$ cat src/hdl/rlps_pkg.sv
package rlps_pkg;

  // pixel geometry
  localparam int unsigned BITS_PER_COLOR = 8;
  localparam int unsigned PIXEL_BITS     = 3 * BITS_PER_COLOR;
  localparam int unsigned BCNT_W         = $clog2(PIXEL_BITS + 1);
  localparam int unsigned LEN_W          = 16;

  // configuration register file
  localparam int unsigned CFG_IDX_W = 3;
  localparam int unsigned CFG_DATA_W = LEN_W;

  localparam logic [CFG_IDX_W-1:0] REG_ZERO_HIGH = 3'd0;
  localparam logic [CFG_IDX_W-1:0] REG_ZERO_LOW  = 3'd1;
  localparam logic [CFG_IDX_W-1:0] REG_ONE_HIGH  = 3'd2;
  localparam logic [CFG_IDX_W-1:0] REG_ONE_LOW   = 3'd3;
  localparam logic [CFG_IDX_W-1:0] REG_LATCH     = 3'd4;

  localparam logic [LEN_W-1:0] ZERO_HIGH_RST = 16'd18;
  localparam logic [LEN_W-1:0] ZERO_LOW_RST  = 16'd40;
  localparam logic [LEN_W-1:0] ONE_HIGH_RST  = 16'd40;
  localparam logic [LEN_W-1:0] ONE_LOW_RST   = 16'd30;
  localparam logic [LEN_W-1:0] LATCH_RST     = 16'd2500;

  // item opcodes
  localparam logic OP_TICK = 1'b0;
  localparam logic OP_PUSH = 1'b1;

  typedef enum logic [1:0] {
    PH_IDLE  = 2'd0,
    PH_HIGH  = 2'd1,
    PH_LOW   = 2'd2,
    PH_LATCH = 2'd3
  } phase_t;

  typedef struct packed {
    logic [LEN_W-1:0] zero_high_cycles;
    logic [LEN_W-1:0] zero_low_cycles;
    logic [LEN_W-1:0] one_high_cycles;
    logic [LEN_W-1:0] one_low_cycles;
    logic [LEN_W-1:0] latch_cycles;
  } cfg_t;

  typedef struct packed {
    logic                      opcode;
    logic [BITS_PER_COLOR-1:0] red;
    logic [BITS_PER_COLOR-1:0] green;
    logic [BITS_PER_COLOR-1:0] blue;
    logic                      last_pixel;
  } item_t;

  typedef struct packed {
    logic line_level;
    logic busy_res;
    logic pixel_accepted;
  } result_t;

  // phase length to counter load; a zero length counts as one tick
  function automatic logic [LEN_W-1:0] len_m1(input logic [LEN_W-1:0] len);
    len_m1 = (len == '0) ? '0 : len - 1'b1;
  endfunction

endpackage

$ cat src/hdl/rlps_cfg_regs.sv
module rlps_cfg_regs (
  input  logic                               clk,
  input  logic                               rst_n,
  input  logic                               cfg_we,
  input  logic [rlps_pkg::CFG_IDX_W-1:0]     cfg_index,
  input  logic [rlps_pkg::CFG_DATA_W-1:0]    cfg_wdata,
  output rlps_pkg::cfg_t                     cfg
);

  rlps_pkg::cfg_t cfg_r;

  // timing registers; writes to unknown indexes are dropped
  always_ff @(posedge clk) begin
    if (!rst_n) begin
      cfg_r.zero_high_cycles <= rlps_pkg::ZERO_HIGH_RST;
      cfg_r.zero_low_cycles  <= rlps_pkg::ZERO_LOW_RST;
      cfg_r.one_high_cycles  <= rlps_pkg::ONE_HIGH_RST;
      cfg_r.one_low_cycles   <= rlps_pkg::ONE_LOW_RST;
      cfg_r.latch_cycles     <= rlps_pkg::LATCH_RST;
    end else if (cfg_we) begin
      case (cfg_index)
        rlps_pkg::REG_ZERO_HIGH: cfg_r.zero_high_cycles <= cfg_wdata;
        rlps_pkg::REG_ZERO_LOW:  cfg_r.zero_low_cycles  <= cfg_wdata;
        rlps_pkg::REG_ONE_HIGH:  cfg_r.one_high_cycles  <= cfg_wdata;
        rlps_pkg::REG_ONE_LOW:   cfg_r.one_low_cycles   <= cfg_wdata;
        rlps_pkg::REG_LATCH:     cfg_r.latch_cycles     <= cfg_wdata;
        default: ;
      endcase
    end
  end

  assign cfg = cfg_r;

endmodule

$ cat src/hdl/rlps_engine.sv
module rlps_engine (
  input  logic              clk,
  input  logic              rst_n,
  input  logic              fire,
  input  rlps_pkg::item_t   item,
  input  rlps_pkg::cfg_t    cfg,
  output rlps_pkg::result_t res
);

  localparam int unsigned PB = rlps_pkg::PIXEL_BITS;
  localparam int unsigned BW = rlps_pkg::BCNT_W;
  localparam int unsigned LW = rlps_pkg::LEN_W;

  rlps_pkg::phase_t phase_r, phase_nxt;
  logic [LW-1:0]    cnt_r, cnt_nxt;
  logic [PB-1:0]    shift_r, shift_nxt;
  logic [BW-1:0]    bits_r, bits_nxt;
  logic             shift_last_r, shift_last_nxt;
  logic [PB-1:0]    pend_pix_r, pend_pix_nxt;
  logic             pend_vld_r, pend_vld_nxt;
  logic             pend_last_r, pend_last_nxt;
  logic             accepted;

  // bit lengths picked by the bit being sent
  function automatic logic [LW-1:0] high_len(input logic b, input rlps_pkg::cfg_t c);
    high_len = rlps_pkg::len_m1(b ? c.one_high_cycles : c.zero_high_cycles);
  endfunction

  function automatic logic [LW-1:0] low_len(input logic b, input rlps_pkg::cfg_t c);
    low_len = rlps_pkg::len_m1(b ? c.one_low_cycles : c.zero_low_cycles);
  endfunction

  // next state for one beat
  always_comb begin
    phase_nxt      = phase_r;
    cnt_nxt        = cnt_r;
    shift_nxt      = shift_r;
    bits_nxt       = bits_r;
    shift_last_nxt = shift_last_r;
    pend_pix_nxt   = pend_pix_r;
    pend_vld_nxt   = pend_vld_r;
    pend_last_nxt  = pend_last_r;
    accepted       = 1'b0;

    if (item.opcode == rlps_pkg::OP_PUSH) begin
      // one-entry buffer, GRB order
      if (!pend_vld_r) begin
        pend_pix_nxt  = {item.green, item.red, item.blue};
        pend_last_nxt = item.last_pixel;
        pend_vld_nxt  = 1'b1;
        accepted      = 1'b1;
      end
    end else begin
      case (phase_r)
        rlps_pkg::PH_IDLE: begin
          if (pend_vld_r) begin
            shift_nxt      = pend_pix_r;
            shift_last_nxt = pend_last_r;
            bits_nxt       = BW'(PB);
            pend_vld_nxt   = 1'b0;
            phase_nxt      = rlps_pkg::PH_HIGH;
            cnt_nxt        = high_len(pend_pix_r[PB-1], cfg);
          end
        end
        rlps_pkg::PH_HIGH: begin
          if (cnt_r != '0) begin
            cnt_nxt = cnt_r - 1'b1;
          end else begin
            phase_nxt = rlps_pkg::PH_LOW;
            cnt_nxt   = low_len(shift_r[PB-1], cfg);
          end
        end
        rlps_pkg::PH_LOW: begin
          if (cnt_r != '0) begin
            cnt_nxt = cnt_r - 1'b1;
          end else begin
            if (bits_r != '0) begin
              shift_nxt = {shift_r[PB-2:0], 1'b0};
              bits_nxt  = bits_r - 1'b1;
            end
            if (bits_nxt != '0) begin
              phase_nxt = rlps_pkg::PH_HIGH;
              cnt_nxt   = high_len(shift_nxt[PB-1], cfg);
            end else if (shift_last_r) begin
              phase_nxt = rlps_pkg::PH_LATCH;
              cnt_nxt   = rlps_pkg::len_m1(cfg.latch_cycles);
            end else if (pend_vld_r) begin
              shift_nxt      = pend_pix_r;
              shift_last_nxt = pend_last_r;
              bits_nxt       = BW'(PB);
              pend_vld_nxt   = 1'b0;
              phase_nxt      = rlps_pkg::PH_HIGH;
              cnt_nxt        = high_len(pend_pix_r[PB-1], cfg);
            end
            // else hold low mid-frame until a pixel arrives
          end
        end
        rlps_pkg::PH_LATCH: begin
          if (cnt_r != '0) begin
            cnt_nxt = cnt_r - 1'b1;
          end else if (pend_vld_r) begin
            shift_nxt      = pend_pix_r;
            shift_last_nxt = pend_last_r;
            bits_nxt       = BW'(PB);
            pend_vld_nxt   = 1'b0;
            phase_nxt      = rlps_pkg::PH_HIGH;
            cnt_nxt        = high_len(pend_pix_r[PB-1], cfg);
          end else begin
            phase_nxt = rlps_pkg::PH_IDLE;
          end
        end
        default: phase_nxt = rlps_pkg::PH_IDLE;
      endcase
    end

    res.line_level     = (phase_nxt == rlps_pkg::PH_HIGH);
    res.busy_res       = (phase_nxt != rlps_pkg::PH_IDLE);
    res.pixel_accepted = accepted;
  end

  // control state
  always_ff @(posedge clk) begin
    if (!rst_n) begin
      phase_r      <= rlps_pkg::PH_IDLE;
      cnt_r        <= '0;
      shift_r      <= '0;
      bits_r       <= '0;
      shift_last_r <= 1'b0;
      pend_vld_r   <= 1'b0;
      pend_last_r  <= 1'b0;
    end else if (fire) begin
      phase_r      <= phase_nxt;
      cnt_r        <= cnt_nxt;
      shift_r      <= shift_nxt;
      bits_r       <= bits_nxt;
      shift_last_r <= shift_last_nxt;
      pend_vld_r   <= pend_vld_nxt;
      pend_last_r  <= pend_last_nxt;
    end
  end

  // buffered pixel, only read while valid
  always_ff @(posedge clk) begin
    if (fire) begin
      pend_pix_r <= pend_pix_nxt;
    end
  end

  a_bits_range: assert property (@(posedge clk) disable iff (!rst_n)
    bits_r <= BW'(PB))
    else $error("bit count out of range");

  a_high_has_bits: assert property (@(posedge clk) disable iff (!rst_n)
    phase_r == rlps_pkg::PH_HIGH |-> bits_r != '0)
    else $error("high pulse with no bits left");

  a_push_fills: assert property (@(posedge clk) disable iff (!rst_n)
    fire && item.opcode == rlps_pkg::OP_PUSH && !pend_vld_r |=> pend_vld_r)
    else $error("accepted pixel not buffered");

  a_idle_stays: assert property (@(posedge clk) disable iff (!rst_n)
    fire && item.opcode == rlps_pkg::OP_TICK && phase_r == rlps_pkg::PH_IDLE && !pend_vld_r
    |=> phase_r == rlps_pkg::PH_IDLE)
    else $error("left idle with empty buffer");

endmodule

$ cat src/hdl/rgb_led_pulse_serializer.sv
// channel   direction  handshake          payload
// in_*      input      in_valid/in_stall   opcode, red, green, blue, last_pixel
// out_*     output     out_valid/out_stall line_level, busy_res, pixel_accepted
// cfg_*     input      cfg_we              cfg_index, cfg_wdata
//
// One beat per cycle sustained while out_stall does not hold the result register; a taken beat
// passes the input register, then the state update into the result register, before the out_ ports.
// The serializer state advances once per beat, in the cycle it leaves the input register.
// rst_n is synchronous: timing registers return to defaults, line idles low.
// out_stall holds the result register and back-pressures in_stall in the same cycle.
module rgb_led_pulse_serializer (
  input  logic                                 clk,
  input  logic                                 rst_n,
  input  logic                                 in_valid,
  output logic                                 in_stall,
  input  logic                                 in_opcode,
  input  logic [rlps_pkg::BITS_PER_COLOR-1:0]  in_red,
  input  logic [rlps_pkg::BITS_PER_COLOR-1:0]  in_green,
  input  logic [rlps_pkg::BITS_PER_COLOR-1:0]  in_blue,
  input  logic                                 in_last_pixel,
  output logic                                 out_valid,
  input  logic                                 out_stall,
  output logic                                 out_line_level,
  output logic                                 out_busy_res,
  output logic                                 out_pixel_accepted,
  input  logic                                 cfg_we,
  input  logic [rlps_pkg::CFG_IDX_W-1:0]       cfg_index,
  input  logic [rlps_pkg::CFG_DATA_W-1:0]      cfg_wdata
);

  rlps_pkg::cfg_t    cfg;
  rlps_pkg::item_t   item_r;
  rlps_pkg::result_t res;
  rlps_pkg::result_t res_r;
  logic              in_vld_r;
  logic              out_vld_r;
  logic              advance;
  logic              fire;
  logic              in_take;

  // result register free or draining this cycle
  assign advance  = !out_vld_r || !out_stall;
  assign fire     = in_vld_r && advance;
  assign in_stall = in_vld_r && !advance;
  assign in_take  = in_valid && !in_stall;

  rlps_cfg_regs u_cfg (
    .clk       (clk),
    .rst_n     (rst_n),
    .cfg_we    (cfg_we),
    .cfg_index (cfg_index),
    .cfg_wdata (cfg_wdata),
    .cfg       (cfg)
  );

  // input register
  always_ff @(posedge clk) begin
    if (!rst_n) begin
      in_vld_r <= 1'b0;
    end else if (in_take) begin
      in_vld_r <= 1'b1;
    end else if (fire) begin
      in_vld_r <= 1'b0;
    end
  end

  always_ff @(posedge clk) begin
    if (in_take) begin
      item_r.opcode     <= in_opcode;
      item_r.red        <= in_red;
      item_r.green      <= in_green;
      item_r.blue       <= in_blue;
      item_r.last_pixel <= in_last_pixel;
    end
  end

  rlps_engine u_engine (
    .clk   (clk),
    .rst_n (rst_n),
    .fire  (fire),
    .item  (item_r),
    .cfg   (cfg),
    .res   (res)
  );

  // result register
  always_ff @(posedge clk) begin
    if (!rst_n) begin
      out_vld_r <= 1'b0;
    end else if (advance) begin
      out_vld_r <= fire;
    end
  end

  always_ff @(posedge clk) begin
    if (fire) begin
      res_r <= res;
    end
  end

  assign out_valid          = out_vld_r;
  assign out_line_level     = res_r.line_level;
  assign out_busy_res       = res_r.busy_res;
  assign out_pixel_accepted = res_r.pixel_accepted;

endmodule

$ cat config.mk
export PLATFORM = sky130hd
export DESIGN_NAME = rgb_led_pulse_serializer
export DESIGN_NICKNAME = d
export VERILOG_FILES = /design/src/hdl/rlps_pkg.sv /design/src/hdl/rlps_cfg_regs.sv /design/src/hdl/rlps_engine.sv /design/src/hdl/rgb_led_pulse_serializer.sv
export SDC_FILE = /design/constraint.sdc
export NUM_CORES = 1
export LEC_CHECK = 0
export BUFFER_PORTS_ARGS = -buffer_cell sky130_fd_sc_hd__buf_4
export CAP_MARGIN = 20
export CORE_MARGIN = 1.5
export CORE_UTILIZATION = 25
export DETAILED_ROUTE_END_ITERATION = 10
export PLACE_DENSITY = 0.44
export RECOVER_POWER = 25
export REMOVE_ABC_BUFFERS = 1
export SLEW_MARGIN = 10
export SYNTH_ARGS = -nofsm -noshare
export SYNTH_HDL_FRONTEND = slang
export SYNTH_SLANG_ARGS = --single-unit
$ cat constraint.sdc
create_clock -name clk -period 4.2 [get_ports clk]
set_input_delay 0.84 -clock clk [delete_from_list [all_inputs] [get_ports clk]]
set_output_delay 0.84 -clock clk [all_outputs]
set_load 0.05 [all_outputs]
==> Yosys cells after proc, flatten, opt, wreduce, memory -nomap -nowiden <==
Cells that the tools add are included.
{ "op_classes": {"n_addsub": 6, "eq_ne": 15, "muxes": 61, "bitwise_logic": 2, "n_reduce_logical": 31} }
{ "op_table": {"columns": ["operator", "count"], "rows": [
  ["$mux 24", 10],
  ["$mux 16", 13],
  ["$sub 16x1->16 const B", 5],
  ["$pmux 24 s3", 1],
  ["$logic_not 16->1", 4],
  ["$pmux 16 s4", 1],
  ["$mux 5", 10],
  ["$reduce_bool 16->1", 1],
  ["$mux 1", 15],
  ["$pmux 5 s3", 1],
  ["$mux 2", 7],
  ["$ne 3x3->1 const B", 4],
  ["$reduce_and 2->1", 6],
  ["$reduce_and 6->1", 2],
  ["$reduce_bool 5->1", 2],
  ["$pmux 2 s4", 1],
  ["$eq 3x2->1 const B", 2],
  ["$ne 2x2->1 const B", 3],
  ["$pmux 1 s3", 2],
  ["$reduce_and 5->1", 1],
  ["$sub 5x1->5 const B", 1],
  ["$eq 2x1->1 const B", 2],
  ["$eq 2x2->1 const B", 2],
  ["$logic_not 1->1", 4],
  ["other kinds (11)", 15]
]} }
{ "totals": {"ff_bits": 185, "input_bits": 50, "wordCells": 138} }

==> Depth between registers and ports, before layout <==
Gate-level depths: netlist (run 1).
{ "logic_depth": {"depth_word": 11, "ltp_mapped": 18, "depth_no_buf": 14} }

==> Modules after synthesis <==
A second synthesis (run 1) with hierarchy kept.
{ "unflattened": {"hier_cells": 1237, "hier_area_um2": 10999.3} }
{ "by_module_without_submodules": {"columns": ["module", "n_inst", "cells_per_inst", "area_per_inst_um2"], "rows": [
  ["rlps_engine", 1, 907, 6955.4],
  ["rlps_cfg_regs", 1, 293, 3089.2],
  ["rgb_led_pulse_serializer", 1, 37, 954.7]
]} }

==> Worst setup path after synthesis (run 1) <==
OpenSTA, ideal clock, no wires.
{ "synth_path": {"kind": "register to register", "startpoint": "register u_engine.bits_r[0]", "endpoint": "register u_engine.cnt_r[6]", "setup_ns": 0.137, "arrival_ns": 4.149, "required_time_ns": 4.063, "slack_ns": -0.086, "path_stages_with_launch": 19, "path_buffers": 4, "synth_period_minus_slack_ns": 4.286, "cell_sequence": "dfxtp_1 > inv_1 > ha_1 > nor4b_4 > mux2i_1 > buf_2 > buf_2 > clkbuf_1 > mux2i_1 > ha_1 > clkbuf_1 > nor4b_1 > nand4_1 > mux2i_1 > a21oi_2 > a221oi_2 > a21oi_1 > o41ai_1 > a31oi_1"} }
{ "synth_via": {"elab_chain_len": 11} }
{ "synth_rtl": {"columns": ["item", "line", "text"], "rows": [
  ["from (decl)", "rlps_engine.sv:17", "logic [BW-1:0] bits_r, bits_nxt;"],
  ["from (signal assigned)", "rlps_engine.sv:135", "bits_r <= bits_nxt;"],
  ["$reduce_bool 5->1", "rlps_engine.sv:77", "if (bits_r != '0) begin"],
  ["$mux 24", "rlps_engine.sv:77", null],
  ["$mux 24", "rlps_engine.sv:74", "if (cnt_r != '0) begin"],
  ["$mux 24", "rlps_engine.sv:54", "case (phase_r)"],
  ["$mux 24", "rlps_engine.sv:45", "if (item.opcode == rlps_pkg::OP_PUSH) begin"],
  ["$mux 16", "rlps_engine.sv:26", "high_len = rlps_pkg::len_m1(b ? c.one_high_cycles : c.zero_high_cycles);"],
  ["$sub 16x1->16 or $logic_not 16->1 (tied branches)", "rlps_pkg.sv:60", "len_m1 = (len == '0) ? '0 : len - 1'b1;"],
  ["$mux 16", "rlps_pkg.sv:60", null],
  ["$mux 16 *", "rlps_engine.sv:81", "if (bits_nxt != '0) begin"],
  ["$mux 16 *", "rlps_engine.sv:74", null],
  ["$pmux 16 s4 *", "rlps_engine.sv:54", null],
  ["to (signal assigned)", "rlps_engine.sv:133", "cnt_r <= cnt_nxt;"],
  ["to (decl)", "rlps_engine.sv:15", "logic [LW-1:0] cnt_r, cnt_nxt;"]
]} }
Every way passes the cells marked *; elsewhere a longest branch is shown, timed or not. The select of a mux whose other input is x is not followed.
A chain may end at the register's enable or synchronous reset.

==> Worst setup path in the final report (run 1) <==
Same ends and word-level chain as after synthesis.

==> results of run 1 <==
worst paths after layout:
kind / startpoint / end / slack (ns) / depth (start not counted)
setup reg to reg: u_engine.bits_r[0] / u_engine.cnt_r[6] / 0.40 / 14
hold / removal: item_r[14] / u_engine.pend_pix_r[21] / 0.42 / 0
hold reg to reg: item_r[14] / u_engine.pend_pix_r[21] / 0.42 / 0
setup / recovery: u_engine.bits_r[0] / u_engine.cnt_r[6] / 0.40 / 14
critical path, stage by stage, from the launching register on:
cell	delay, ns
dfxtp_1	0.33
inv_1	0.11
ha_1	0.21
nor4b_4	0.30
mux2i_4	0.44
mux2i_1	0.31
ha_1	0.22
nor4b_1	0.27
nand4_1	0.14
mux2i_1	0.32
a21oi_2	0.18
a221oi_2	0.33
a21oi_1	0.11
o41ai_1	0.27
a31oi_1	0.13
registers in the layout (all words and copies together), names as in the netlist, 2 cells and up:
| signal | cells |
|---|---|
| item_r | 26 |
| u_cfg.cfg | 80 |
| u_engine.bits_r | 5 |
| u_engine.cnt_r | 16 |
| u_engine.pend_pix_r | 24 |
| u_engine.phase_r | 2 |
| u_engine.shift_r | 24 |
cell type report:
class	count	share of cell area [%]
Clock buffer	19	3.57
Clock inverter	13	0.937
Inverter	31	0.947
Multi-Input combinational cell	1032	49.2
Sequential cell	185	34.1
Tap cell	577	5.81
Timing Repair Buffer	92	5.41
kinds of logic after synthesis:
family | count (synthesis)
simple gates | 583
compound gates | 322
flops | 185
buf+inv | 125
xor+xnor | 58
mux | 54
fa+ha+maj | 15
cells in the mapped netlist (12+ instances only):
cell	n	area, um2
nor2b_1	12	75.1
mux2i_1	43	430
a31oi_1	15	93.8
or3_1	15	93.8
xor2_1	18	158
buf_2	13	65.1
ha_1	15	188
o22ai_1	33	206
a21oi_1	131	656
nor3b_1	13	97.6
nand2_1	228	856
nor3_1	36	180
edfxtp_1	53	1590
nand4_1	13	81.3
xnor2_1	40	350
dfxtp_1	132	2640
nor2_1	143	537
nand3_1	37	185
nor4_1	25	156
o21ai_0	36	180
inv_1	27	101
clkbuf_1	75	282
through the flow:
step | power, mW | cell area, um2 | hold WS, ns | setup slack (ns) | TNS (ns)
global route | 4.21 | 12400 | 0.425 | 0.0870 | 0
detailed placement | 2.49 | 11900 | 0.405 | 0.470 | 0
floorplan | 2.27 | 10400 | 0.400 | -1.63 | -21.02
CTS | 4.09 | 12400 | 0.419 | 0.422 | 0
global placement | 2.49 | 11900 | 0.403 | 0.609 | 0
finish | 4.04 | 12400 | 0.420 | 0.404 | 0
power groups by stage:
| stage | Sequential (mW) | Clock, mW | Combinational, mW |
|---|---|---|---|
| final | 1.94 | 1.59 | 0.510 |
| after global placement | 1.98 | 0 | 0.510 |
| after CTS | 1.94 | 1.64 | 0.513 |
| after global routing | 1.95 | 1.71 | 0.558 |
| after detailed placement | 1.98 | 0 | 0.509 |
| after floorplan | 1.97 | 0 | 0.295 |
metal layers:
layer  up-vias  wire, um  part of all wire, %  track usage [%]
met3        59      2200                  5.8             3.63
met5         -         0                    0                0
met4         0      1140                  3.0             6.70
li1       4879         -                    -                -
met1      4816     18800                   49             25.2
met2       303     15900                   42             24.9
==> run_results.csv, run 1 <==
group,metric,value,unit
power,pwr-share-comb,12.6,%
drt,dr.pass1.iters,5,
die,ios,55,
hold_path,min_path_type,"flip-flop to flip-flop",
finish,regArea,0.00424,mm2
finish,diodes,0,
synthesis,synthAdderAreaFrac,1.74,%
sta,slew_violations,27,
power,power.density,326,mW/mm2
clock_network,htreeDepth,4,
synthesis,syn_area,0.0108,mm2
synthesis,synth_compound_area_share,19.2,%
power,switching_share,27.9,%
synthesis,ys_seq_elements,185,
run_status,violations,"max-capacitance violations, max-slew violations",
critical_path,crit_fanout,10,
clock_network,clk_pin_slew,0.07,ns
grt,antenna_found_initial,0,
placed_design,portBuffers,54,
sta,hold_violations,0,
synthesis,yosys_warnings,0,
synthesis,syn_inst,1342,
sta,relSlewSlack,-2.59,%
critical_path,endpoint_kind,"flip-flop",
grt,grt_pass1_vias,9299,
finish,fin_nets,1424,
finish,area.growth.synth_to_final,14.9,%
clock_network,clockRootBuffer,"clkbuf_16",
drt,drc,0,
die,start_util,25.5,%
finish,post-route-util,29.3,%
finish,layout_commonest_cell,"nand2_1",
drt,viasPerCell,5.16,
synthesis,synth-simple-area-share,25.5,%
synthesis,synth_xor_area_share,4.70,%
finish,final_cell_mix,"nand2_1, nor2_1, a21oi_1, dfxtp_1, buf_4",
power,internal-power,2.91,mW
synthesis,synth_edf_count,53,
grt,grt_max_degree,47,
power,seq_power_share,48.0,%
flow_run,drv_cap,2,
sta,tightest_slew,1.54,ns
synthesis,syn_area_per_cell,8.05,um2
clock_network,cts_setup_buffers,0,
synthesis,synthArstFlopShare,0,%
drt,vias,10100,
synthesis,yosysSeqAreaShare,39.2,%
die,coreArea,0.0423,mm2
drt,ant_nets,0,
synthesis,synthFlopType,"dfxtp_1",
clock_network,clockBufferDepth,2,
die,fp.dieArea,0.0445,mm2
drt,avgRoutedWirePerCell,19.5,um
clock_network,cts_resized,0,
clock_network,clkSinkCount,185,
finish,fillCellCount,4635,
sta,finalCritPeriodShare,90.4,%
power,pwr-share-clk,39.4,%
critical_path,crit_type,"flip-flop to flip-flop",
finish,finalNonFillerCells,1949,
clock_network,cts_tree,"built",
die,die_h,211,um
sta,fin_crit,3.80,ns
synthesis,synth_top_family_by_area,"simple AND/OR/NAND/NOR gates",
power,ir_drop,0.000283,V
grt,grt.overflow.total,0,
critical_path,critPathLaunchType,"flip-flop",
drt,routed_wl,38.0,mm
clock_network,cts-buffers-inserted,17,
sta,finalClockSkew,0.0121,ns
finish,layout-drive-gt1-share,12.0,%
sta,max_freq,0.263,GHz
placed_design,dp_hpwl,27.6,mm
placed_design,gp_congestion,0.939,
critical_path,arrival,4.13,ns
finish,multi_input_area,0.00611,mm2
drt,drt-initial-drc-count,828,
sta,setup_violations,0,
power,p_leak,4.37,nW
grt,grt_pass1_wl,58.6,mm
synthesis,synth_cell_type_count,87,
sta,rsz0062_at_grt,"false",
grt,track_usage,17.4,%
clock_network,clock_latency,0.45,ns
die,rows,75,
clock_network,cts_hold_buffers,0,
die,fp.dieW,211,um
power,switchingPower,1.13,mW
run_status,status,"finished with violations",
placed_design,dp_cells,1917,
synthesis,muxShareOfSynthArea,5.15,%
critical_path,cp.required,4.53,ns
(Power assumes the default switching activity.)
==> run 2: changes to the inputs <==
--- a/config.mk
+++ b/config.mk
@@ -9,6 +9,7 @@
 export CAP_MARGIN = 20
 export CORE_MARGIN = 1.5
 export CORE_UTILIZATION = 25
+export CTS_BUF_LIST = sky130_fd_sc_hd__clkbuf_16
 export DETAILED_ROUTE_END_ITERATION = 10
 export PLACE_DENSITY = 0.44
 export RECOVER_POWER = 25
==> run 2 against run 1 <==
The run still ends with max-capacitance violations, max-slew violations left. Via count increased by 0.29%. Utilization is essentially flat. Clock power hardly changed. Non-clock buffer count unchanged. Worst setup slack better by 0.0071 ns. First-iteration DRC count decreased by 2.4%. Clock skew is essentially flat. Fmax grew 0.19%. Count of clock-buffer cells in the layout fell by 2. Critical path type unchanged. Largest power group unchanged. Highest routed layer unchanged.
==> run_results.csv, run 2 (synthesized netlist as in run 1, its figures left out) <==
group,metric,value,unit
run_status,status,"finished with violations",
run_status,violations,"max-capacitance violations, max-slew violations",
critical_path,arrival,4.12,ns
sta,tightest_slew,1.53,ns
hold_path,hold_start,"item_r[14]",
clock_network,clk_pin_slew,0.07,ns
sta,finalClockSkew,0.0120,ns
finish,multi_input_area,0.00611,mm2
critical_path,crit_path_start,"u_engine.bits_r[0]",
power,ir_drop,0.000283,V
clock_network,cts_tree,"built",
finish,largest_reg_flops,80,
die,fp.dieW,211,um
drt,vias,10100,
grt,grt_max_degree,47,
power,power.density,324,mW/mm2
clock_network,cts-buffers-inserted,17,
clock_network,clockRootBuffer,"clkbuf_16",
finish,area.growth.synth_to_final,14.8,%
grt,grt.overflow.total,0,
clock_network,clkSinkCount,185,
drt,avgRoutedWirePerCell,19.5,um
finish,regArea,0.00424,mm2
hold_path,min_path_type,"flip-flop to flip-flop",
finish,finalNonFillerCells,1949,
die,coreArea,0.0423,mm2
placed_design,portBuffers,54,
grt,antenna_found_initial,0,
sta,tns,0,ns
sta,slew_violations,27,
placed_design,gp_congestion,0.939,
sta,max_freq,0.264,GHz
critical_path,crit_fanout,10,
clock_network,cts_resized,0,
grt,track_usage,17.4,%
placed_design,dp_hpwl,27.6,mm
drt,drt-initial-drc-count,808,
flow_run,drv_cap,2,
sta,setup_violations,0,
sta,finalCritPeriodShare,90.2,%
critical_path,cp.required,4.53,ns
critical_path,endpoint_kind,"flip-flop",
drt,routed_wl,38.0,mm
drt,viasPerCell,5.17,
clock_network,cts_hold_buffers,0,
clock_network,clockBufferDepth,2,
die,ios,55,
critical_path,r2r_start,"u_engine.bits_r[0]",
sta,fin_crit,3.79,ns
finish,fin_nets,1424,
die,start_util,25.5,%
sta,hold_violations,0,
sta,relSlewSlack,-1.77,%
finish,fillCellCount,4638,
drt,drc,0,
clock_network,htreeDepth,4,
critical_path,critPathLaunchType,"flip-flop",
finish,layout_commonest_cell,"nand2_1",
die,fp.dieArea,0.0445,mm2
drt,dr.pass1.iters,5,
sta,rsz0062_at_grt,"false",
placed_design,place_ws,0.470,ns
grt,grt_pass1_wl,58.6,mm
finish,diodes,0,
finish,final_cell_mix,"nand2_1, nor2_1, a21oi_1, dfxtp_1, buf_4",
critical_path,crit_type,"flip-flop to flip-flop",
drt,ant_nets,0,
sta,fin_ws,0.411,ns
grt,grt_pass1_vias,9307,
power,p_leak,4.37,nW
power,finalPower,4.02,mW
clock_network,cts_setup_buffers,0,
clock_network,clock_latency,0.45,ns
die,rows,75,
finish,layout-drive-gt1-share,11.9,%
die,die_h,211,um
placed_design,dp_cells,1917,
-- run 2: cell count changes in the layout (fill, tap and decap cells not counted) --
cell	delta
inv_1	+1
clkbuf_8	-1
clkinv_1	+1
clkbuf_1	-1
-- run 2: final cells by class --
class,instances,share of cell area (%)
Clock inverter,15,0.998
Timing Repair Buffer,92,5.42
Multi-Input combinational cell,1032,49.3
Clock buffer,17,3.43
Sequential cell,185,34.1
Inverter,31,0.948
Tap cell,577,5.82
-- run 2: report_power, final --
group	switching, mW	leakage (nW)	internal, mW
Combinational	0.324	2.53	0.186
Clock	0.754	0.268	0.817
Sequential	0.0501	1.57	1.89
-- run 2: worst paths after layout --
| check | cells past startpoint | slack, ns | end |
|---|---|---|---|
| hold reg to reg | 0 | 0.42 | u_engine.pend_pix_r[21] |
| setup / recovery | 14 | 0.41 | u_engine.cnt_r[6] |
| setup reg to reg | 14 | 0.41 | u_engine.cnt_r[6] |
| hold / removal | 0 | 0.42 | u_engine.pend_pix_r[21] |
-- run 2: stage by stage --
stage               hold WS, ns  cell area, um2  util (%)
detailed placement        0.405           11900      28.1
global placement          0.403           11900      28.1
CTS                       0.419           12400      29.4
finish                    0.420           12400      29.3
global route              0.425           12400      29.3
floorplan                 0.400           10400         -
-- run 2: worst max-delay path, cell delays in order (launching register included) --
cell	delay, ns
dfxtp_1	0.33
inv_1	0.11
ha_1	0.21
nor4b_4	0.30
mux2i_4	0.44
mux2i_1	0.31
ha_1	0.22
nor4b_1	0.27
nand4_1	0.13
mux2i_1	0.32
a21oi_2	0.18
a221oi_2	0.33
a21oi_1	0.11
o41ai_1	0.27
a31oi_1	0.13
-- run 2: per-layer routing --
metal	wire length [um]	global-route usage [%]	vias up
met3	2250	3.63	60
met2	15900	24.9	318
met4	1160	6.70	0
li1	-	-	4884
met5	0	0	-
met1	18600	25.2	4824
